## config.mk

```make
export PLATFORM = sky130hd
export DESIGN_NAME = utf8_to_gsm_ucs2_encoder_top_flat
export DESIGN_NICKNAME = d
export VERILOG_FILES = /design/src/rtl/u2g_pkg.sv /design/src/rtl/u2g_if.sv /design/src/rtl/u2g_front.sv /design/src/rtl/u2g_queue.sv /design/src/rtl/u2g_back.sv /design/src/rtl/utf8_to_gsm_ucs2_encoder_top.sv /design/src/flat_wrapper.sv
export SDC_FILE = /design/constraint.sdc
export NUM_CORES = 1
export LEC_CHECK = 0
export BUFFER_PORTS_ARGS = -buffer_cell sky130_fd_sc_hd__buf_4
export CORE_MARGIN = 3
export CORE_UTILIZATION = 63
export DETAILED_ROUTE_END_ITERATION = 8
export GPL_ROUTABILITY_DRIVEN = 0
export PLACE_DENSITY = 0.89
export SYNTH_ARGS = -nofsm -noshare
export SYNTH_HDL_FRONTEND = slang
export SYNTH_SLANG_ARGS = --single-unit
```

## constraint.sdc

```tcl
create_clock -name clk -period 9.67 [get_ports clk]
set_input_delay 0.967 -clock clk [delete_from_list [all_inputs] [get_ports clk]]
set_output_delay 0.967 -clock clk [all_outputs]
set_load 0.02 [all_outputs]
```

## src/rtl/u2g_pkg.sv

```systemverilog
// Package for the UTF-8 to GSM 7-bit / UCS2-hex transcoder.
// Holds codes, the request record passed front to back, the GSM lookup table and helpers.
// No dependencies.
package u2g_pkg;

    localparam int BYTE_W   = 8;
    localparam int SEQ_LEN  = 4;                    // bytes per request and buffered UTF-8 bytes
    localparam int SEQ_IDX_W = $clog2(SEQ_LEN);
    localparam int Q_DEPTH  = 2;
    localparam int Q_PTR_W  = $clog2(Q_DEPTH);

    // input kinds
    localparam logic [1:0] KIND_START = 2'd0;
    localparam logic [1:0] KIND_DATA  = 2'd1;
    localparam logic [1:0] KIND_END   = 2'd2;

    // charset modes
    localparam logic [1:0] MODE_PASS = 2'd0;
    localparam logic [1:0] MODE_GSM  = 2'd1;
    localparam logic [1:0] MODE_UCS2 = 2'd2;

    localparam logic [7:0] SEND_MARK  = 8'h1A;
    localparam logic [7:0] ASCII_ZERO = 8'h30;
    localparam logic [7:0] ASCII_TWO  = 8'h32;

    // one request: up to four bytes toward the modem
    typedef struct packed {
        logic [SEQ_LEN-1:0][BYTE_W-1:0] bytes;
        logic [SEQ_IDX_W-1:0]           last_idx;
    } u2g_req_t;

    typedef struct packed {
        logic full;
        logic empty;
    } u2g_q_stat_t;

    typedef struct packed {
        logic       found;
        logic [6:0] code;
    } u2g_hit_t;

    localparam int GSM_MAP_SIZE = 42;

    localparam logic [6:0] GSM_CODE [GSM_MAP_SIZE] = '{
        7'h00, 7'h10, 7'h40, 7'h60, 7'h01, 7'h11, 7'h02, 7'h12, 7'h03, 7'h13,
        7'h04, 7'h14, 7'h24, 7'h05, 7'h15, 7'h06, 7'h16, 7'h07, 7'h17, 7'h08,
        7'h18, 7'h09, 7'h19, 7'h0B, 7'h5B, 7'h7B, 7'h0C, 7'h1C, 7'h5C, 7'h7C,
        7'h1D, 7'h5D, 7'h7D, 7'h0E, 7'h1E, 7'h5E, 7'h7E, 7'h0F, 7'h1F, 7'h5F,
        7'h7F, 7'h00
    };
    // last entry is a filler that never matches (length 0)
    localparam logic [2:0] GSM_LEN [GSM_MAP_SIZE] = '{
        3'd1, 3'd2, 3'd2, 3'd2, 3'd2, 3'd1, 3'd1, 3'd2, 3'd2, 3'd2,
        3'd2, 3'd2, 3'd2, 3'd2, 3'd2, 3'd2, 3'd2, 3'd2, 3'd2, 3'd2,
        3'd2, 3'd2, 3'd2, 3'd2, 3'd2, 3'd2, 3'd2, 3'd2, 3'd2, 3'd2,
        3'd2, 3'd2, 3'd2, 3'd2, 3'd2, 3'd2, 3'd2, 3'd2, 3'd2, 3'd2,
        3'd2, 3'd0
    };
    localparam logic [7:0] GSM_B0 [GSM_MAP_SIZE] = '{
        8'h40, 8'hCE, 8'hC2, 8'hC2, 8'hC2, 8'h5F, 8'h24, 8'hCE, 8'hC2, 8'hCE,
        8'hC3, 8'hCE, 8'hC2, 8'hC3, 8'hCE, 8'hC3, 8'hCE, 8'hC3, 8'hCE, 8'hC3,
        8'hCE, 8'hC3, 8'hCE, 8'hC3, 8'hC3, 8'hC3, 8'hC3, 8'hC3, 8'hC3, 8'hC3,
        8'hC3, 8'hC3, 8'hC3, 8'hC3, 8'hC3, 8'hC3, 8'hC3, 8'hC3, 8'hC3, 8'hC2,
        8'hC3, 8'h00
    };
    localparam logic [7:0] GSM_B1 [GSM_MAP_SIZE] = '{
        8'h00, 8'h94, 8'hA1, 8'hBF, 8'hA3, 8'h00, 8'h00, 8'hA6, 8'hA5, 8'h93,
        8'hA8, 8'h9B, 8'hA4, 8'hA9, 8'hA9, 8'hB9, 8'hA0, 8'hAC, 8'hA8, 8'hB2,
        8'hA3, 8'h87, 8'h98, 8'h98, 8'h84, 8'hA4, 8'hB8, 8'h86, 8'h96, 8'hB6,
        8'hA6, 8'h91, 8'hB1, 8'h85, 8'h9F, 8'h9C, 8'hBC, 8'hA5, 8'h89, 8'hA7,
        8'hA0, 8'h00
    };

    // first table entry matching the buffered sequence
    function automatic u2g_hit_t gsm_lookup(logic [2:0] len, logic [7:0] b0, logic [7:0] b1);
        u2g_hit_t hit;
        hit = '0;
        for (int i = 0; i < GSM_MAP_SIZE; i++) begin
            if (!hit.found && GSM_LEN[i] == len && GSM_B0[i] == b0 &&
                (GSM_LEN[i] != 3'd2 || GSM_B1[i] == b1))
            begin
                hit.found = 1'b1;
                hit.code  = GSM_CODE[i];
            end
        end
        return hit;
    endfunction

    function automatic logic gsm_candidate(logic [7:0] c);
        return c[7] || c <= 8'h24 || c[4:0] == 5'd0 || c[4:0] >= 5'h1B;
    endfunction

    // uppercase ASCII hex digit
    function automatic logic [7:0] hex_digit(logic [3:0] v);
        return (v <= 4'd9) ? ASCII_ZERO + {4'd0, v} : 8'h37 + {4'd0, v};
    endfunction

endpackage

```

## src/rtl/u2g_if.sv

```systemverilog
// Valid/ready stream interfaces for the transcoder's text and modem channels.
// Depends on nothing.
interface u2g_text_if;
    logic       valid;
    logic       ready;
    logic [1:0] kind;
    logic [7:0] data_byte;

    modport source (output valid, output kind, output data_byte, input ready);
    modport sink   (input valid, input kind, input data_byte, output ready);
endinterface

interface u2g_modem_if;
    logic       valid;
    logic       ready;
    logic [7:0] out_byte;
    logic       last;

    modport source (output valid, output out_byte, output last, input ready);
    modport sink   (input valid, input out_byte, input last, output ready);
endinterface

```

## src/rtl/u2g_front.sv

```systemverilog
// Front end: accepts text items, tracks UTF-8 sequence state and builds byte requests.
// Depends on u2g_pkg and u2g_text_if.
module u2g_front
    import u2g_pkg::*;
(
    input  logic             clk,
    input  logic             rst_n,
    u2g_text_if.sink         text,
    input  logic             cfg_we,
    input  logic [1:0]       cfg_wdata,
    input  u2g_q_stat_t      q_stat,
    output logic             push,
    output u2g_req_t         req
);

    logic [1:0]                     mode_reg;
    logic                           send_reg, send_next;
    logic [2:0]                     cnt_reg, cnt_next, cnt_inc;
    logic [SEQ_LEN-1:0][BYTE_W-1:0] buf_reg, buf_next, buf_w;
    logic [SEQ_LEN-1:0][BYTE_W-1:0] res;
    logic [2:0]                     nres;
    logic                           accept, complete;
    logic [7:0]                     c, b0, b1;
    u2g_hit_t                       hit;

    assign text.ready = !q_stat.full;
    assign accept     = text.valid && text.ready;
    assign c          = text.data_byte;

    always_comb
    begin
        cnt_inc = cnt_reg + 3'd1;
        buf_w   = buf_reg;
        buf_w[cnt_reg[SEQ_IDX_W-1:0]] = c;
        b0       = buf_w[0];
        b1       = buf_w[1];
        complete = !b0[7] || (cnt_inc == 3'd2 && b0[7:5] == 3'b110) ||
                   (cnt_inc == 3'd3 && b0[7:4] == 4'hE) || cnt_inc >= 3'd4;
        hit      = gsm_lookup(cnt_inc, b0, b1);

        res       = '0;
        nres      = 3'd0;
        cnt_next  = cnt_reg;
        buf_next  = buf_reg;
        send_next = send_reg;

        case (text.kind)
            KIND_START:
            begin
                cnt_next  = 3'd0;
                send_next = 1'b1;
            end
            KIND_DATA:
            begin
                if (send_reg)
                begin
                    case (mode_reg)
                        MODE_GSM:
                        begin
                            if (!gsm_candidate(c))
                            begin
                                res[0] = c;
                                nres   = 3'd1;
                            end
                            else
                            begin
                                buf_next = buf_w;
                                cnt_next = cnt_inc;
                                if (complete)
                                begin
                                    cnt_next = 3'd0;
                                    if (hit.found)
                                    begin
                                        res[0] = {1'b0, hit.code};
                                        nres   = 3'd1;
                                    end
                                    else
                                    begin
                                        // no match: echo the raw sequence
                                        res  = buf_w;
                                        nres = cnt_inc;
                                    end
                                end
                            end
                        end
                        MODE_UCS2:
                        begin
                            if (!c[7])
                            begin
                                res[0]   = ASCII_ZERO;
                                res[1]   = ASCII_ZERO;
                                res[2]   = hex_digit(c[7:4]);
                                res[3]   = hex_digit(c[3:0]);
                                nres     = 3'd4;
                                cnt_next = 3'd0;
                            end
                            else
                            begin
                                buf_next = buf_w;
                                cnt_next = 3'd0;
                                nres     = 3'd4;
                                res[3]   = hex_digit(c[3:0]);
                                if (cnt_inc == 3'd2 && b0[7:5] == 3'b110)
                                begin
                                    res[0] = ASCII_ZERO;
                                    res[1] = hex_digit(b0[5:2]);
                                    res[2] = hex_digit({b0[1:0], c[5:4]});
                                end
                                else if (cnt_inc == 3'd3 && b0[7:4] == 4'hE)
                                begin
                                    res[0] = hex_digit(b0[3:0]);
                                    res[1] = hex_digit(b1[5:2]);
                                    res[2] = hex_digit({b1[1:0], c[5:4]});
                                end
                                else if (cnt_inc >= 3'd4)
                                begin
                                    // four-byte or malformed sequence gives a space
                                    res[0] = ASCII_ZERO;
                                    res[1] = ASCII_ZERO;
                                    res[2] = ASCII_TWO;
                                    res[3] = ASCII_ZERO;
                                end
                                else
                                begin
                                    nres     = 3'd0;
                                    cnt_next = cnt_inc;
                                end
                            end
                        end
                        default:
                        begin
                            res[0] = c;
                            nres   = 3'd1;
                        end
                    endcase
                end
            end
            KIND_END:
            begin
                if (send_reg)
                begin
                    // pending bytes, then the send mark
                    res  = buf_reg;
                    res[cnt_reg[SEQ_IDX_W-1:0]] = SEND_MARK;
                    nres = cnt_inc;
                    cnt_next = 3'd0;
                end
            end
            default:
            begin
                nres = 3'd0;
            end
        endcase
    end

    assign push         = accept && nres != 3'd0;
    assign req.bytes    = res;
    assign req.last_idx = SEQ_IDX_W'(nres - 3'd1);

    always_ff @(posedge clk or negedge rst_n)
    begin
        if (!rst_n)
        begin
            mode_reg <= MODE_PASS;
            send_reg <= 1'b0;
            cnt_reg  <= 3'd0;
        end
        else
        begin
            if (cfg_we)
            begin
                mode_reg <= cfg_wdata;
            end
            if (accept)
            begin
                send_reg <= send_next;
                cnt_reg  <= cnt_next;
            end
        end
    end

    // buffer entries are read only below the fill count, so no reset is needed
    always_ff @(posedge clk)
    begin
        if (accept)
        begin
            buf_reg <= buf_next;
        end
    end

endmodule

```

## src/rtl/u2g_queue.sv

```systemverilog
// Short request queue between front and back ends.
// Depends on u2g_pkg.
module u2g_queue
    import u2g_pkg::*;
(
    input  logic        clk,
    input  logic        rst_n,
    input  logic        push,
    input  u2g_req_t    push_req,
    input  logic        pop,
    output u2g_req_t    head,
    output u2g_q_stat_t stat
);

    u2g_req_t           slot_reg [Q_DEPTH];
    logic [Q_PTR_W-1:0] wr_ptr_reg, rd_ptr_reg;
    logic [Q_PTR_W:0]   cnt_reg;

    function automatic logic [Q_PTR_W-1:0] ptr_inc(logic [Q_PTR_W-1:0] p);
        return (p == Q_PTR_W'(Q_DEPTH - 1)) ? '0 : p + 1'b1;
    endfunction

    assign head       = slot_reg[rd_ptr_reg];
    assign stat.full  = cnt_reg == (Q_PTR_W + 1)'(Q_DEPTH);
    assign stat.empty = cnt_reg == '0;

    always_ff @(posedge clk or negedge rst_n)
    begin
        if (!rst_n)
        begin
            wr_ptr_reg <= '0;
            rd_ptr_reg <= '0;
            cnt_reg    <= '0;
        end
        else
        begin
            if (push)
            begin
                wr_ptr_reg <= ptr_inc(wr_ptr_reg);
            end
            if (pop)
            begin
                rd_ptr_reg <= ptr_inc(rd_ptr_reg);
            end
            if (push && !pop)
            begin
                cnt_reg <= cnt_reg + 1'b1;
            end
            else if (pop && !push)
            begin
                cnt_reg <= cnt_reg - 1'b1;
            end
        end
    end

    always_ff @(posedge clk)
    begin
        if (push)
        begin
            slot_reg[wr_ptr_reg] <= push_req;
        end
    end

endmodule

```

## src/rtl/u2g_back.sv

```systemverilog
// Back end: one head request byte a cycle, when not stalled, to the modem register.
// Depends on u2g_pkg and u2g_modem_if.
module u2g_back
    import u2g_pkg::*;
(
    input  logic        clk,
    input  logic        rst_n,
    input  u2g_req_t    head,
    input  u2g_q_stat_t q_stat,
    output logic        pop,
    u2g_modem_if.source modem
);

    logic                 valid_reg;
    logic [7:0]           byte_reg;
    logic                 last_reg;
    logic [SEQ_IDX_W-1:0] idx_reg;
    logic                 load, take;

    assign load = !valid_reg || modem.ready;
    assign take = load && !q_stat.empty;
    assign pop  = take && idx_reg == head.last_idx;

    assign modem.valid    = valid_reg;
    assign modem.out_byte = byte_reg;
    assign modem.last     = last_reg;

    always_ff @(posedge clk or negedge rst_n)
    begin
        if (!rst_n)
        begin
            valid_reg <= 1'b0;
            idx_reg   <= '0;
        end
        else
        begin
            if (load)
            begin
                valid_reg <= !q_stat.empty;
            end
            if (take)
            begin
                idx_reg <= pop ? '0 : idx_reg + 1'b1;
            end
        end
    end

    always_ff @(posedge clk)
    begin
        if (take)
        begin
            byte_reg <= head.bytes[idx_reg];
            last_reg <= pop;
        end
    end

endmodule

```

## src/rtl/utf8_to_gsm_ucs2_encoder_top.sv

```systemverilog
// Top level of the UTF-8 to GSM 7-bit / UCS2-hex transcoder.
// Depends on u2g_pkg, u2g_if, u2g_front, u2g_queue and u2g_back.
//
//  channel | dir | handshake     | payload
//  --------+-----+---------------+-----------------------------------------
//  text    | in  | valid/ready   | kind[1:0], data_byte[7:0]
//  modem   | out | valid/ready   | out_byte[7:0], last (final byte of item)
//  cfg     | in  | cfg_we        | cfg_wdata[1:0] = charset_mode
//
// The front end takes one text item per cycle while the two-entry request
// queue has room; it decides the whole byte list of an item in that cycle.
// The back end sends one byte per cycle while the modem is ready, so an item
// that makes n bytes (1 to 4) holds the modem port until all n are sent;
// sustained intake is then set by the byte-wide modem port.
// Items that make no bytes (start, partial sequences) take no queue entry.
// Reset is asynchronous, active low; no clearing pass is needed.
// A stalled modem port fills the queue and then drops text.ready.
module utf8_to_gsm_ucs2_encoder_top
    import u2g_pkg::*;
(
    input  logic        clk,
    input  logic        rst_n,
    u2g_text_if.sink    text,
    u2g_modem_if.source modem,
    input  logic        cfg_we,
    input  logic [1:0]  cfg_wdata
);

    logic        push;
    logic        pop;
    u2g_req_t    push_req;
    u2g_req_t    head;
    u2g_q_stat_t q_stat;

    // classify and decide byte lists
    u2g_front u_front (
        .clk       (clk),
        .rst_n     (rst_n),
        .text      (text),
        .cfg_we    (cfg_we),
        .cfg_wdata (cfg_wdata),
        .q_stat    (q_stat),
        .push      (push),
        .req       (push_req)
    );

    // decouples front and back
    u2g_queue u_queue (
        .clk      (clk),
        .rst_n    (rst_n),
        .push     (push),
        .push_req (push_req),
        .pop      (pop),
        .head     (head),
        .stat     (q_stat)
    );

    // byte serializer with output register
    u2g_back u_back (
        .clk    (clk),
        .rst_n  (rst_n),
        .head   (head),
        .q_stat (q_stat),
        .pop    (pop),
        .modem  (modem)
    );

endmodule

```

## src/flat_wrapper.sv

```systemverilog
// flat-port wrapper written by rule: the top's interface ports become plain ports
module utf8_to_gsm_ucs2_encoder_top_flat import u2g_pkg::*;
  (clk, rst_n, cfg_we, cfg_wdata, text_valid, text_kind, text_data_byte, text_ready, modem_valid, modem_out_byte, modem_last, modem_ready);
  u2g_text_if text_i ();
  u2g_modem_if modem_i ();
  input  logic clk;
  input  logic rst_n;
  input  logic cfg_we;
  input  logic [1:0] cfg_wdata;
  input wire logic [$bits(text_i.valid)-1:0] text_valid;
  input wire logic [$bits(text_i.kind)-1:0] text_kind;
  input wire logic [$bits(text_i.data_byte)-1:0] text_data_byte;
  output wire logic [$bits(text_i.ready)-1:0] text_ready;
  output wire logic [$bits(modem_i.valid)-1:0] modem_valid;
  output wire logic [$bits(modem_i.out_byte)-1:0] modem_out_byte;
  output wire logic [$bits(modem_i.last)-1:0] modem_last;
  input wire logic [$bits(modem_i.ready)-1:0] modem_ready;
  assign text_i.valid = text_valid;
  assign text_i.kind = text_kind;
  assign text_i.data_byte = text_data_byte;
  assign text_ready = text_i.ready;
  assign modem_valid = modem_i.valid;
  assign modem_out_byte = modem_i.out_byte;
  assign modem_last = modem_i.last;
  assign modem_i.ready = modem_ready;
  utf8_to_gsm_ucs2_encoder_top u_core (.clk(clk), .rst_n(rst_n), .text(text_i), .modem(modem_i), .cfg_we(cfg_we), .cfg_wdata(cfg_wdata));
endmodule
```

==> summary.md <==
| Metric | Value |
|---|---|
| Commonest non-fill, non-tap cells in the layout | `109 x edfxtp_1, 79 x nand2_1, 69 x nor2_1` |
| Sequential fraction of the synthesis area | `42.1%` |
| Final Hold Vio Count | `0` |
| Via density | `7.53` |
| Routed vias | `7814` |
| Gr usage total | `36.5%` |
| Number of flip-flops under the largest register name | `68` |
| N_diodes | `0` |
| Total gr overflow | `0` |
| CTS clk-pin slew, worst paths | `60 ps` |
| CTS tree | `built` |
| Post-CTS setup buffer count | `0` |
| Max-cap viol count | `0` |
| Drt total wl | `26700 um` |
| Worst-path fanout max | `44` |
| Layout cell share with drive strength beyond 1 | `15.9%` |
| Worst path arrival time | `6560 ps` |
| HPWL after DPL | `18000 um` |
| Worst slew pin tran | `1240 ps` |
| CTS Buf Count | `17` |
| Pwr per Cell Area | `216 mW/mm2` |
| Chip Height | `123 um` |
| DRC errors left | `28` |
| Clock root buffer | `clkbuf_16` |
| Commonest non-fill, non-tap cell in the layout | `edfxtp_1` |
| Row Count | `41` |
| Core ar. | `0.0129 mm2` |
| Post-synth ARST share | `10.7%` |
| H-tree Lvls | `4` |
| Flops & latches, synth | `122` |
| Max-slew violation count | `0` |
| Synth warnings | `0` |
| WP data required | `10010 ps` |
| Min-delay worst type | `input pin to async pin` |
| Metal3 WL | `3780 um` |
| Placed Area | `0.00878 mm2` |
| Cell area after synthesis | `0.00855 mm2` |
| Worst skew pair latency | `420 ps` |
| Main synth FF type | `edfxtp_1` |
| Antenna violations before repair | `0` |
| Syn Area/Cell | `10.0 um2` |
| Maximum clock rate | `161 MHz` |
| First-pass GRT wire length | `41200 um` |
| Fin Setup TNS | `0 ps` |
| Die footprint | `0.0150 mm2` |
| Area Growth Syn to Fin | `9.61%` |
| Worst VDD drop | `0.000155 V` |
| Cells after Synth | `852` |
| NumNets Final | `904` |
| Violated checks | `design-rule violations` |
| Core Util, Final | `72.5%` |
| Filler cells | `861` |
| Post-Layout Cell Count | `1038` |
| DR pass1 iterations | `9` |
| Dpl cells | `1006` |
| RSZ-0062 raised after global routing | `no` |
| Clk buf depth | `2` |
| Ports | `28` |
| Drt initial violations | `1722` |
| Vias in the first global route | `7416` |
| Post-synth EDFFs | `109` |
| Post-synth net total | `903` |
| Final Critical Period | `6220 ps` |
| Crit path capture type | `flop` |
| Crit start category | `flop` |
| Post-Place Setup Slack | `3810 ps` |
| Design Area, Final | `0.00937 mm2` |
| Pin count of the biggest net entering global routing | `45` |
| Met2 WL post-DR | `11600 um` |
| Final cycle utilization of the critical path | `64.3%` |
| Post-Route Skew | `8.18 ps` |
| Antenna viol nets, final | `0` |
| Starting Density | `66.2%` |
| Final setup fails | `0` |
| Status | `finished, violations left` |
| Die width | `123 um` |
| Final setup margin | `3450 ps` |
| Relative slew margins | `17.6%` |
| Highest Signal Layer | `met4` |
| Library cells used by synthesis | `94` |
| CP Class | `flop to flop` |
| Leak Pwr | `3.34 nW` |
| Post-CTS Hold Buffers | `0` |
| WL/cell | `25.8 um` |
| Met1 wire length | `9180 um` |
| Clock Sinks | `122` |
| Count of port buffers added during placement | `27` |
| Post-CTS Resized | `0` |
[metrics by stage]
step | total power, mW | hold slack [ps]
floorplan | 1.17 | 465
global placement | 1.33 | 481
detailed placement | 1.35 | 486
CTS | 2.01 | 372
global route | 2.09 | 381
finish | 2.02 | 379
[critical path: stages, from the launching register on]
cell and delay (ps):
dfrtp_1 440, inv_1 130, ha_1 180, buf_4 410, mux2i_1 630, inv_1 180
ha_1 370, and4b_1 280, o22ai_1 150, a21oi_1 170, nor3_4 330, nand3_2 280
or3_1 590, o21a_1 230, nor2_1 200, ha_1 230, o21a_1 160, nand2_1 60
o21ai_1 310, inv_1 140, ha_1 330, nor2_1 140, xor2_1 170
[layout make-up]
| cell class | instances | area (um2) | area share, % |
|---|---|---|---|
| flip-flops and latches | 122 | 3600 | 38.4 |
| clock buffers | 18 | 429 | 4.58 |
| multi-input cells | 639 | 4550 | 48.5 |
| clock inverters | 14 | 169 | 1.80 |
| repair buffers | 37 | 278 | 2.96 |
| well taps | 172 | 215 | 2.30 |
| inverters | 36 | 135 | 1.44 |
[cells in the mapped netlist (all sizes together), types with 13 or more instances]
library cell / number / area, um2
nor2: 75 / 292
nor3: 21 / 116
a211oi: 22 / 188
ha: 34 / 425
o22ai: 15 / 121
mux2: 23 / 263
clkbuf: 33 / 129
mux4: 16 / 360
nand2b: 17 / 106
dfrtp: 13 / 325
nand3: 20 / 105
buf: 22 / 151
o21ai: 56 / 292
a21oi: 52 / 264
inv: 35 / 131
edfxtp: 109 / 3270
nand2: 79 / 297
[worst paths after layout]
path                                        endpoint                       from  slack, ps  cells after the start
max                        u_core.u_queue.cnt_reg[1]  u_core.u_front.cnt_reg[1]       3450                     22
min                        u_core.u_front.cnt_reg[1]                      rst_n        380                      1
max reg2reg                u_core.u_queue.cnt_reg[1]  u_core.u_front.cnt_reg[1]       3450                     22
min reg2reg                u_core.u_queue.cnt_reg[1]  u_core.u_queue.cnt_reg[1]        510                      1
max in group asynchronous  u_core.u_queue.rd_ptr_reg                      rst_n       9130                      1
min in group clk           u_core.u_queue.cnt_reg[1]  u_core.u_queue.cnt_reg[1]        510                      1
[power breakdown]
group          switching (mW)  internal, mW
Combinational           0.416         0.261
Clock                   0.245         0.406
Sequential             0.0503         0.646
[metal layers]
metal | vias up | global-route usage, %
met5 | - | 0
met4 | 0 | 22.0
met3 | 250 | 12.7
met2 | 756 | 55.6
met1 | 3561 | 45.0
li1 | 3247 | -
[logic make-up after synthesis]
kind of cell	share of synthesized area (%)
AO/OA/AOI/OAI	18.8
XOR/XNOR	1.74
adder cells (fa/ha/maj)	4.97
buffers and inverters	4.86
flip-flops	42.1
multiplexers	8.34
AND/OR/NAND/NOR	19.2
(Power assumes the default switching activity.)
